==> src/rtl/core/tes_pkg.sv <==
package tes_pkg;

  // request codes carried in s_axis_tuser
  localparam logic [2:0] REQ_CLEAR  = 3'd0;
  localparam logic [2:0] REQ_ADD    = 3'd1;
  localparam logic [2:0] REQ_START  = 3'd2;
  localparam logic [2:0] REQ_STOP   = 3'd3;
  localparam logic [2:0] REQ_ADV    = 3'd4;
  localparam logic [2:0] REQ_POLL   = 3'd5;
  localparam logic [2:0] REQ_EXTEND = 3'd6;

  // configuration register indexes
  localparam logic [7:0] CFG_FADE_IN  = 8'd0;
  localparam logic [7:0] CFG_FADE_OUT = 8'd1;

  // Q1.16 unity
  localparam logic [16:0] FADE_ONE = 17'h10000;

  localparam int QUOT_BITS = 16;

  // poll token walking the mark cells
  typedef struct packed {
    logic        valid;
    logic        found;
    logic [15:0] event_code;
  } scan_t;

  typedef struct packed {
    logic        start;
    logic [31:0] part;
    logic [31:0] whole;
  } div_req_t;

  typedef struct packed {
    logic        done;
    logic [15:0] quot;
  } div_rsp_t;

endpackage

==> src/rtl/core/tes_cell.sv <==
// one mark slot; the poll token is registered as it passes through
module tes_cell (
  input  logic              clk,
  input  logic              rst,
  input  logic              wr,
  input  logic [31:0]       wr_time,
  input  logic [15:0]       wr_event,
  input  logic              rearm,
  input  logic              live,
  input  logic [31:0]       clock_time,
  input  tes_pkg::scan_t    tok_in,
  output tes_pkg::scan_t    tok_out
);

  logic [31:0] mark_time;
  logic [15:0] mark_event;
  logic        mark_done;
  logic        hit;

  assign hit = tok_in.valid && !tok_in.found && live && !mark_done &&
               (clock_time >= mark_time);

  always_ff @(posedge clk) begin
    if (wr) begin
      mark_time  <= wr_time;
      mark_event <= wr_event;
      mark_done  <= 1'b0;
    end else if (rearm) begin
      mark_done <= 1'b0;
    end else if (hit) begin
      mark_done <= 1'b1;
    end
  end

  always_ff @(posedge clk) begin
    if (rst) begin
      tok_out.valid <= 1'b0;
    end else begin
      tok_out.valid <= tok_in.valid;
    end
    if (hit) begin
      tok_out.found      <= 1'b1;
      tok_out.event_code <= mark_event;
    end else begin
      tok_out.found      <= tok_in.found;
      tok_out.event_code <= tok_in.event_code;
    end
  end

endmodule

==> src/rtl/core/tes_div.sv <==
// restoring divider, one quotient bit per cycle; part < whole
module tes_div (
  input  logic                clk,
  input  logic                rst,
  input  tes_pkg::div_req_t   req,
  output tes_pkg::div_rsp_t   rsp
);

  localparam int CNT_W = $clog2(tes_pkg::QUOT_BITS);

  logic [31:0]      rem;
  logic [31:0]      whole;
  logic [15:0]      quot;
  logic [CNT_W-1:0] cnt;
  logic             busy;
  logic             done;
  logic [32:0]      trial;
  logic             take;

  assign trial = {rem, 1'b0};
  assign take  = trial >= {1'b0, whole};

  always_ff @(posedge clk) begin
    if (rst) begin
      busy <= 1'b0;
      done <= 1'b0;
    end else begin
      done <= 1'b0;
      if (req.start) begin
        busy <= 1'b1;
      end else if (busy && cnt == CNT_W'(tes_pkg::QUOT_BITS - 1)) begin
        busy <= 1'b0;
        done <= 1'b1;
      end
    end
  end

  always_ff @(posedge clk) begin
    if (req.start) begin
      rem   <= req.part;
      whole <= req.whole;
      quot  <= '0;
      cnt   <= '0;
    end else if (busy) begin
      rem  <= take ? 32'(trial - {1'b0, whole}) : trial[31:0];
      quot <= {quot[14:0], take};
      cnt  <= cnt + CNT_W'(1);
    end
  end

  // done sits above quot in div_rsp_t
  assign rsp = {done, quot};

endmodule

==> src/rtl/core/timeline_event_sequencer_top.sv <==
// Timeline event sequencer. One request beat at a time is taken on the
// slave stream (tuser = request code, tdata = time and event code) and
// produces exactly one result beat. Marks live in a row of MARK_SLOTS
// cells; a poll sends a token down the row, one cell per cycle, and the
// first armed, due mark it meets fires. The fade fraction comes from a
// serial divider producing one quotient bit per cycle. An accepted
// request passes through EXEC, SCAN (polls only, for the token walk
// through the cell row), FADE_A, FADE_B, DIV (only when a fade ramp
// is active) and HOLD, where the result is registered; the sequencer
// then returns to IDLE to take the next request. A stalled receiver
// adds its stall once the output register is still full when the next
// result is ready. s_axis_tready is high whenever the sequencer is
// idle, even while the previous result still waits in the output
// register. No reset sweep is needed: slots beyond the mark count are
// never consulted.
module timeline_event_sequencer_top #(
  parameter int MARK_SLOTS = 16
) (
  input  logic        clk,
  input  logic        rst,
  // request stream
  input  logic        s_axis_tvalid,
  output logic        s_axis_tready,
  input  logic [47:0] s_axis_tdata,   // [31:0] time_value, [47:32] event_code
  input  logic [2:0]  s_axis_tuser,   // [2:0] req_type
  // result stream
  output logic        m_axis_tvalid,
  input  logic        m_axis_tready,
  output logic [39:0] m_axis_tdata,   // [0] status, [1] event_found,
                                      // [17:2] fired_event, [18] is_playing,
                                      // [35:19] fade_level, [39:36] zero
  // configuration writes
  input  logic        cfg_valid,
  output logic        cfg_ready,
  input  logic [7:0]  cfg_index,
  input  logic [31:0] cfg_data
);

  localparam int CW = $clog2(MARK_SLOTS + 1);

  localparam logic [2:0] ST_IDLE   = 3'd0;
  localparam logic [2:0] ST_EXEC   = 3'd1;
  localparam logic [2:0] ST_SCAN   = 3'd2;
  localparam logic [2:0] ST_FADE_A = 3'd3;
  localparam logic [2:0] ST_FADE_B = 3'd4;
  localparam logic [2:0] ST_DIV    = 3'd5;
  localparam logic [2:0] ST_HOLD   = 3'd6;

  logic [2:0]  state;

  // config
  logic [31:0] fade_in_time;
  logic [31:0] fade_out_time;

  // timeline state
  logic [31:0]   clock_time;
  logic [31:0]   timeline_length;
  logic          playing_flag;
  logic [CW-1:0] mark_count;

  // latched request
  logic [2:0]  req;
  logic [31:0] tv;
  logic [15:0] ev;

  // per-request results
  logic        status;
  logic        found;
  logic [15:0] fired;
  logic [16:0] fade;
  logic        adv_chk;

  // fade decision flags
  logic        in_win;
  logic        ge_len;
  logic [31:0] left;

  // cell row
  logic [MARK_SLOTS-1:0] wr_vec;
  logic                  rearm;
  logic                  tok_start;
  tes_pkg::scan_t        tok [MARK_SLOTS+1];

  tes_pkg::div_req_t div_req;
  tes_pkg::div_rsp_t div_rsp;

  logic [32:0] sum;

  assign sum       = {1'b0, clock_time} + {1'b0, tv};
  assign rearm     = (state == ST_EXEC) && (req == tes_pkg::REQ_START);
  assign tok_start = (state == ST_EXEC) && (req == tes_pkg::REQ_POLL);

  assign tok[0].valid      = tok_start;
  assign tok[0].found      = 1'b0;
  assign tok[0].event_code = 16'd0;

  for (genvar i = 0; i < MARK_SLOTS; i++) begin : g_cell
    assign wr_vec[i] = (state == ST_EXEC) && (req == tes_pkg::REQ_ADD) &&
                       (mark_count == CW'(i));
    tes_cell u_cell (
      .clk        (clk),
      .rst        (rst),
      .wr         (wr_vec[i]),
      .wr_time    (tv),
      .wr_event   (ev),
      .rearm      (rearm),
      .live       (mark_count > CW'(i)),
      .clock_time (clock_time),
      .tok_in     (tok[i]),
      .tok_out    (tok[i+1])
    );
  end

  tes_div u_div (
    .clk (clk),
    .rst (rst),
    .req (div_req),
    .rsp (div_rsp)
  );

  assign s_axis_tready = (state == ST_IDLE);
  assign cfg_ready     = 1'b1;

  always_ff @(posedge clk) begin
    if (rst) begin
      fade_in_time  <= '0;
      fade_out_time <= '0;
    end else if (cfg_valid) begin
      if (cfg_index == tes_pkg::CFG_FADE_IN) begin
        fade_in_time <= cfg_data;
      end else if (cfg_index == tes_pkg::CFG_FADE_OUT) begin
        fade_out_time <= cfg_data;
      end
    end
  end

  // divider launch is decided in FADE_B
  always_comb begin
    div_req.start = 1'b0;
    div_req.part  = clock_time;
    div_req.whole = fade_in_time;
    if (state == ST_FADE_B) begin
      if (in_win) begin
        div_req.start = 1'b1;
      end else if (fade_out_time != '0 && !ge_len && left < fade_out_time) begin
        div_req.start = 1'b1;
        div_req.part  = left;
        div_req.whole = fade_out_time;
      end
    end
  end

  always_ff @(posedge clk) begin
    if (rst) begin
      state           <= ST_IDLE;
      clock_time      <= '0;
      timeline_length <= '0;
      playing_flag    <= 1'b0;
      mark_count      <= '0;
      m_axis_tvalid   <= 1'b0;
    end else begin
      // a new result may replace the one leaving in this cycle
      if (state == ST_HOLD && (!m_axis_tvalid || m_axis_tready)) begin
        m_axis_tvalid <= 1'b1;
      end else if (m_axis_tvalid && m_axis_tready) begin
        m_axis_tvalid <= 1'b0;
      end
      unique case (state)
        ST_IDLE: begin
          if (s_axis_tvalid) begin
            state <= ST_EXEC;
          end
        end
        ST_EXEC: begin
          state <= (req == tes_pkg::REQ_POLL) ? ST_SCAN : ST_FADE_A;
          unique case (req)
            tes_pkg::REQ_CLEAR: begin
              clock_time      <= '0;
              timeline_length <= '0;
              playing_flag    <= 1'b0;
              mark_count      <= '0;
            end
            tes_pkg::REQ_ADD: begin
              if (mark_count < CW'(MARK_SLOTS)) begin
                mark_count <= mark_count + CW'(1);
                if (tv > timeline_length) begin
                  timeline_length <= tv;
                end
              end
            end
            tes_pkg::REQ_START: begin
              clock_time   <= '0;
              playing_flag <= 1'b1;
            end
            tes_pkg::REQ_STOP: begin
              playing_flag <= 1'b0;
            end
            tes_pkg::REQ_ADV: begin
              if (playing_flag) begin
                clock_time <= sum[32] ? '1 : sum[31:0];
              end
            end
            tes_pkg::REQ_EXTEND: begin
              if (tv > timeline_length) begin
                timeline_length <= tv;
              end
            end
            default: begin
            end
          endcase
        end
        ST_SCAN: begin
          if (tok[MARK_SLOTS].valid) begin
            state <= ST_FADE_A;
          end
        end
        ST_FADE_A: begin
          // advance stops play once the clock reaches the end
          if (adv_chk && clock_time >= timeline_length) begin
            playing_flag <= 1'b0;
          end
          state <= ST_FADE_B;
        end
        ST_FADE_B: begin
          state <= div_req.start ? ST_DIV : ST_HOLD;
        end
        ST_DIV: begin
          if (div_rsp.done) begin
            state <= ST_HOLD;
          end
        end
        ST_HOLD: begin
          if (!m_axis_tvalid || m_axis_tready) begin
            state <= ST_IDLE;
          end
        end
        default: begin
          state <= ST_IDLE;
        end
      endcase
    end
  end

  // datapath registers, no reset
  always_ff @(posedge clk) begin
    if (state == ST_IDLE && s_axis_tvalid) begin
      req     <= s_axis_tuser;
      tv      <= s_axis_tdata[31:0];
      ev      <= s_axis_tdata[47:32];
      status  <= 1'b0;
      found   <= 1'b0;
      fired   <= 16'd0;
      adv_chk <= 1'b0;
    end
    if (state == ST_EXEC) begin
      status  <= (req == tes_pkg::REQ_ADD) && (mark_count >= CW'(MARK_SLOTS));
      adv_chk <= (req == tes_pkg::REQ_ADV) && playing_flag;
    end
    if (state == ST_SCAN && tok[MARK_SLOTS].valid) begin
      found <= tok[MARK_SLOTS].found;
      fired <= tok[MARK_SLOTS].found ? tok[MARK_SLOTS].event_code : 16'd0;
    end
    if (state == ST_FADE_A) begin
      in_win <= (fade_in_time != '0) && (clock_time < fade_in_time);
      ge_len <= clock_time >= timeline_length;
      left   <= timeline_length - clock_time;
    end
    if (state == ST_FADE_B) begin
      if (!in_win && fade_out_time != '0 && ge_len) begin
        fade <= tes_pkg::FADE_ONE;
      end else begin
        fade <= 17'd0;
      end
    end
    if (state == ST_DIV && div_rsp.done) begin
      fade <= tes_pkg::FADE_ONE - {1'b0, div_rsp.quot};
    end
    if (state == ST_HOLD && (!m_axis_tvalid || m_axis_tready)) begin
      m_axis_tdata <= {4'd0, fade, playing_flag, fired, found, status};
    end
  end

`ifndef SYNTHESIS
  a_count_bound: assert property (@(posedge clk) disable iff (rst)
    mark_count <= CW'(MARK_SLOTS))
    else $error("mark count beyond slot count");

  a_div_done_state: assert property (@(posedge clk) disable iff (rst)
    div_rsp.done |-> state == ST_DIV)
    else $error("divider finished outside divide state");

  a_accept_exec: assert property (@(posedge clk) disable iff (rst)
    (s_axis_tvalid && s_axis_tready) |=> state == ST_EXEC)
    else $error("accepted request not executed");

  a_token_scan: assert property (@(posedge clk) disable iff (rst)
    tok[MARK_SLOTS].valid |-> state == ST_SCAN)
    else $error("poll token left cell row outside scan");
`endif

endmodule
==> config.mk <==
export PLATFORM = sky130hd
export DESIGN_NAME = timeline_event_sequencer_top
export DESIGN_NICKNAME = d
export VERILOG_FILES = /design/src/rtl/core/tes_pkg.sv /design/src/rtl/core/tes_cell.sv /design/src/rtl/core/tes_div.sv /design/src/rtl/core/timeline_event_sequencer_top.sv
export SDC_FILE = /design/constraint.sdc
export NUM_CORES = 2
export LEC_CHECK = 0
export ABC_AREA = 1
export CORE_MARGIN = 2
export CORE_UTILIZATION = 45
export CTS_BUF_LIST = sky130_fd_sc_hd__clkbuf_4
export DETAILED_ROUTE_END_ITERATION = 16
export DONT_BUFFER_PORTS = 1
export GPL_TIMING_DRIVEN = 0
export PLACE_DENSITY = 0.61
export SLEW_MARGIN = 20
export SYNTH_ARGS = -nofsm -noshare
export SYNTH_HDL_FRONTEND = slang
export SYNTH_HIERARCHICAL = 1
export SYNTH_SLANG_ARGS = --single-unit
==> constraint.sdc <==
create_clock -name clk -period 7.5 [get_ports clk]
set_input_delay 1.5 -clock clk [delete_from_list [all_inputs] [get_ports clk]]
set_output_delay 1.5 -clock clk [all_outputs]
set_load 0.1 [all_outputs]
==> key figures <==
Outcome
  • Status: finished, final reports clean

Clocking
  • CTS tree: yes
  • Max clock buf depth: 4
  • Worst-path clk slew: 0.07 ns
  • Total CTS buffers: 391
  • CTS H-Tree Depth: 5
  • Clock sinks: 1453
  • Hold_buf cts: 0
  • CTS root buffer: clkbuf_4
  • Skew-Pair Late Insertion Delay: 1.34 ns
  • Post-CTS sizing: 0
  • Post-CTS Setup Repair Bufs: 0

Floorplanning
  • Core Area: 0.159 sq mm
  • DIE AREA: 0.163 sq mm
  • Initial Utilization: 0.453
  • Die Wd: 404 um
  • Die height: 404 um
  • Top Ports: 139
  • Number of cell rows: 146

GRT
  • Largest net degree at the start of global routing: 34
  • Global-route wire length before repair: 280000 um
  • GRT Util Overall: 0.224
  • Overflow after GRT: 0
  • Initial antenna violation count: 8
  • Vias in the first global route: 50700

Power and ir drop
  • Clock share of power: 0.335
  • Net switching power: 6120 uW
  • Power after layout: 20400 uW
  • Peak supply drop: 0.000287 V
  • Int Power: 14300 uW
  • P per Cell Area: 251 mW/mm^2
  • Comb power frac: 0.172
  • Leakage Power: 0.0375 uW
  • Switching power as a share of total power: 0.300
  • Sequential share of power: 0.493

Yosys
  • Syn Inst Count: 7474
  • Cell with the most instances after synthesis: nand2_1
  • Synth warn: 6
  • Synthesized area: 0.0719 sq mm
  • Synth top cells by count: 1850 x nand2_1, 1144 x inv_1, 989 x edfxtp_1
  • FFs w/ async S/R, synth: 0
  • Synth area leader: edfxtp_1
  • Post-synth EDFFs: 989
  • Register area share after synthesis: 0.542
  • Syn_area_per_cell: 9.62 sq um
  • #FFs+latches synth: 1453
  • Ranking of synthesized cells by area: edfxtp_1 41%, dfxtp_1 13%, ha_1 12%
  • Post-synthesis cell type count: 57
  • Top_reg_cell synth: edfxtp_1
  • Area share of the largest cell type after synthesis: 0.413

Setup path
  • Delay-heaviest family, CP: buffers and inverters
  • Crit-path max cell delay: 0.66 ns
  • Worst setup path class: reg2out
  • Worst EP required: 6.00 ns
  • Setup crit start kind: flip-flop
  • CP arrival: 2.78 ns
  • R2R Setup Slk: 3.31 ns
  • Worst Path Buf+Inv: 2
  • Reg2reg end: u_div/rem[0]$_DFFE_PP_
  • Worst flop-to-flop path startpoint: fade_out_time[31]$_SDFFE_PP0P_
  • Critical Path Sink Type: output port
  • Critical-path cell list: inv_1 -> nand2_1 -> inv_1
  • Most Frequent Cell on Critical Path: inv_1
  • R2R depth: 17
  • Critical path's slowest cell: inv_1
  • Worst Path Max Fanout: 5

Place
  • Placed Cells: 9678
  • Routability cong.: 0.955
  • # port buffers: 0
  • DPL Wire Length: 134000 um

Routing
  • Routed Antenna Nets: 0
  • Drt wl/cell: 17.5 um
  • Via density: 4.95
  • DR iter-0 viols: 3061
  • DRC violations left: 0
  • WL final: 182000 um
  • Vias post-DR: 51400
  • Detailed Routing Iterations Pass 1: 7

Timing
  • Fmax: 0.234 GHz
  • Worst Max-Slew Pin Slew: 1.22 ns
  • Endpoints failing setup: 0
  • Post-layout min period: 4.28 ns
  • Final Max Tran Viols: 0
  • Relative slew slack: 0.177
  • Final Skew: 0.155 ns
  • Fin. Hold Viols: 0
  • RSZ-0062 raised after global routing: false
  • Final period util: 0.570

Min path
  • Worst hold path type: in2reg
  • Hold Path Origin: s_axis_tdata[27]
  • Hold Crit Depth: 0
  • Endpoint with the worst hold slack: tv[27]$_DFFE_PP_

Job
  • Maximum capacitance violations: 0

Layout
  • Post-Layout Cell Count: 10400
  • Fillers: 14600
  • Multi-input gate area: 0.0278 sq mm
  • Fin util: 0.513
  • Fin nets: 8815
  • Share of post-route cells with drive strength above 1: 0.132
  • Synthesis-to-layout area growth: 13.1%
  • FF/Latch Area: 0.0390 sq mm
-- kinds of logic after synthesis --
group,after synthesis,share of synthesized area
DFF,1453,0.542
AOI/OAI and AO/OA,914,0.0714
and+or+nand+nor,3019,0.182
buffers and inverters,1318,0.0735
xor gates and xnor gates,56,0.00682
other,2,0.000104
adders and majority gates,712,0.124
-- metrics by stage --
stage	instance area, sq um	setup slack, ns	setup TNS (ns)	hold slack (ns)
2_1_floorplan	72000	1.26	0	0.396
3_3_place_gp	74600	-1.96	-110.49	0.403
3_5_place_dp	76300	3.28	0	0.404
4_1_cts	81100	3.04	0	0.0940
5_1_grt	81300	2.95	0	0.126
6_report	81300	3.22	0	0.251
-- cell type report --
type	count	area share
Sequential cell	1453	0.480
Multi-Input combinational cell	4723	0.342
Inverter	1177	0.0544
Clock buffer	583	0.0538
Tap cell	2072	0.0319
Timing Repair Buffer	120	0.0208
Buffer	141	0.0106
Clock inverter	109	0.00597
Antenna cell	7	0.000215
-- worst max path at each step --
stage	startpoint	end	slack (ns)	depth (start not counted)
2_1_floorplan	state[0]$_SDFFE_PP0P_	g_cell[10].u_cell/mark_done$_SDFFE_PP0P_	1.26	8
3_3_place_gp	state[0]$_SDFFE_PP0P_	g_cell[10].u_cell/mark_done$_SDFFE_PP0P_	-1.96	8
3_5_place_dp	fade_out_time[31]$_SDFFE_PP0P_	u_div/rem[1]$_DFFE_PP_	3.28	17
4_1_cts	state[1]$_SDFFE_PP0P_	s_axis_tready	3.04	3
5_1_grt	fade_out_time[31]$_SDFFE_PP0P_	u_div/rem[1]$_DFFE_PP_	2.95	17
6_report	state[1]$_SDFFE_PP0P_	s_axis_tready	3.22	3
-- per-layer routing --
metal	track usage	vias to the layer above	part of all wire
met5	0	-	0.00011
met1	0.278	23600	0.43
met4	0.0951	2	0.037
li1	-	26200	-
met2	0.383	1217	0.48
met3	0.0394	368	0.053
-- flip-flops by register name (all words and copies together) (netlist names), 36 cells and up --
name / flops
g_cell.u_cell/mark_time: 512
g_cell.u_cell/mark_event: 256
m_axis_tdata: 36
g_cell.u_cell/tok_out: 288
-- power groups by stage --
stage	registers [uW]	clock network [uW]	logic, uW
floorplan	9910	0	2370
global placement	10400	0	3070
CTS	10100	7060	3420
finish	10000	6820	3510
detailed placement	10300	0	3400
global route	10100	7470	3930
-- cell usage in the layout (no fill, tap or decap), types with 67 or more instances in the layout --
| master | Yosys | layout |
|---|---|---|
| clkinv_1 | 5 | 85 |
| nand4_1 | 79 | 79 |
| buf_4 | 24 | 67 |
| clkbuf_4 | 0 | 583 |
| nor2_1 | 368 | 359 |
| a21oi_1 | 554 | 554 |
| ha_1 | 709 | 709 |
| dfxtp_1 | 464 | 432 |
| edfxtp_1 | 989 | 989 |
| nand2_1 | 1850 | 1850 |
| nand3_1 | 455 | 455 |
| inv_1 | 1144 | 1143 |
| o21ai_0 | 160 | 160 |
No activity file was read; power rests on OpenSTA's default activity.
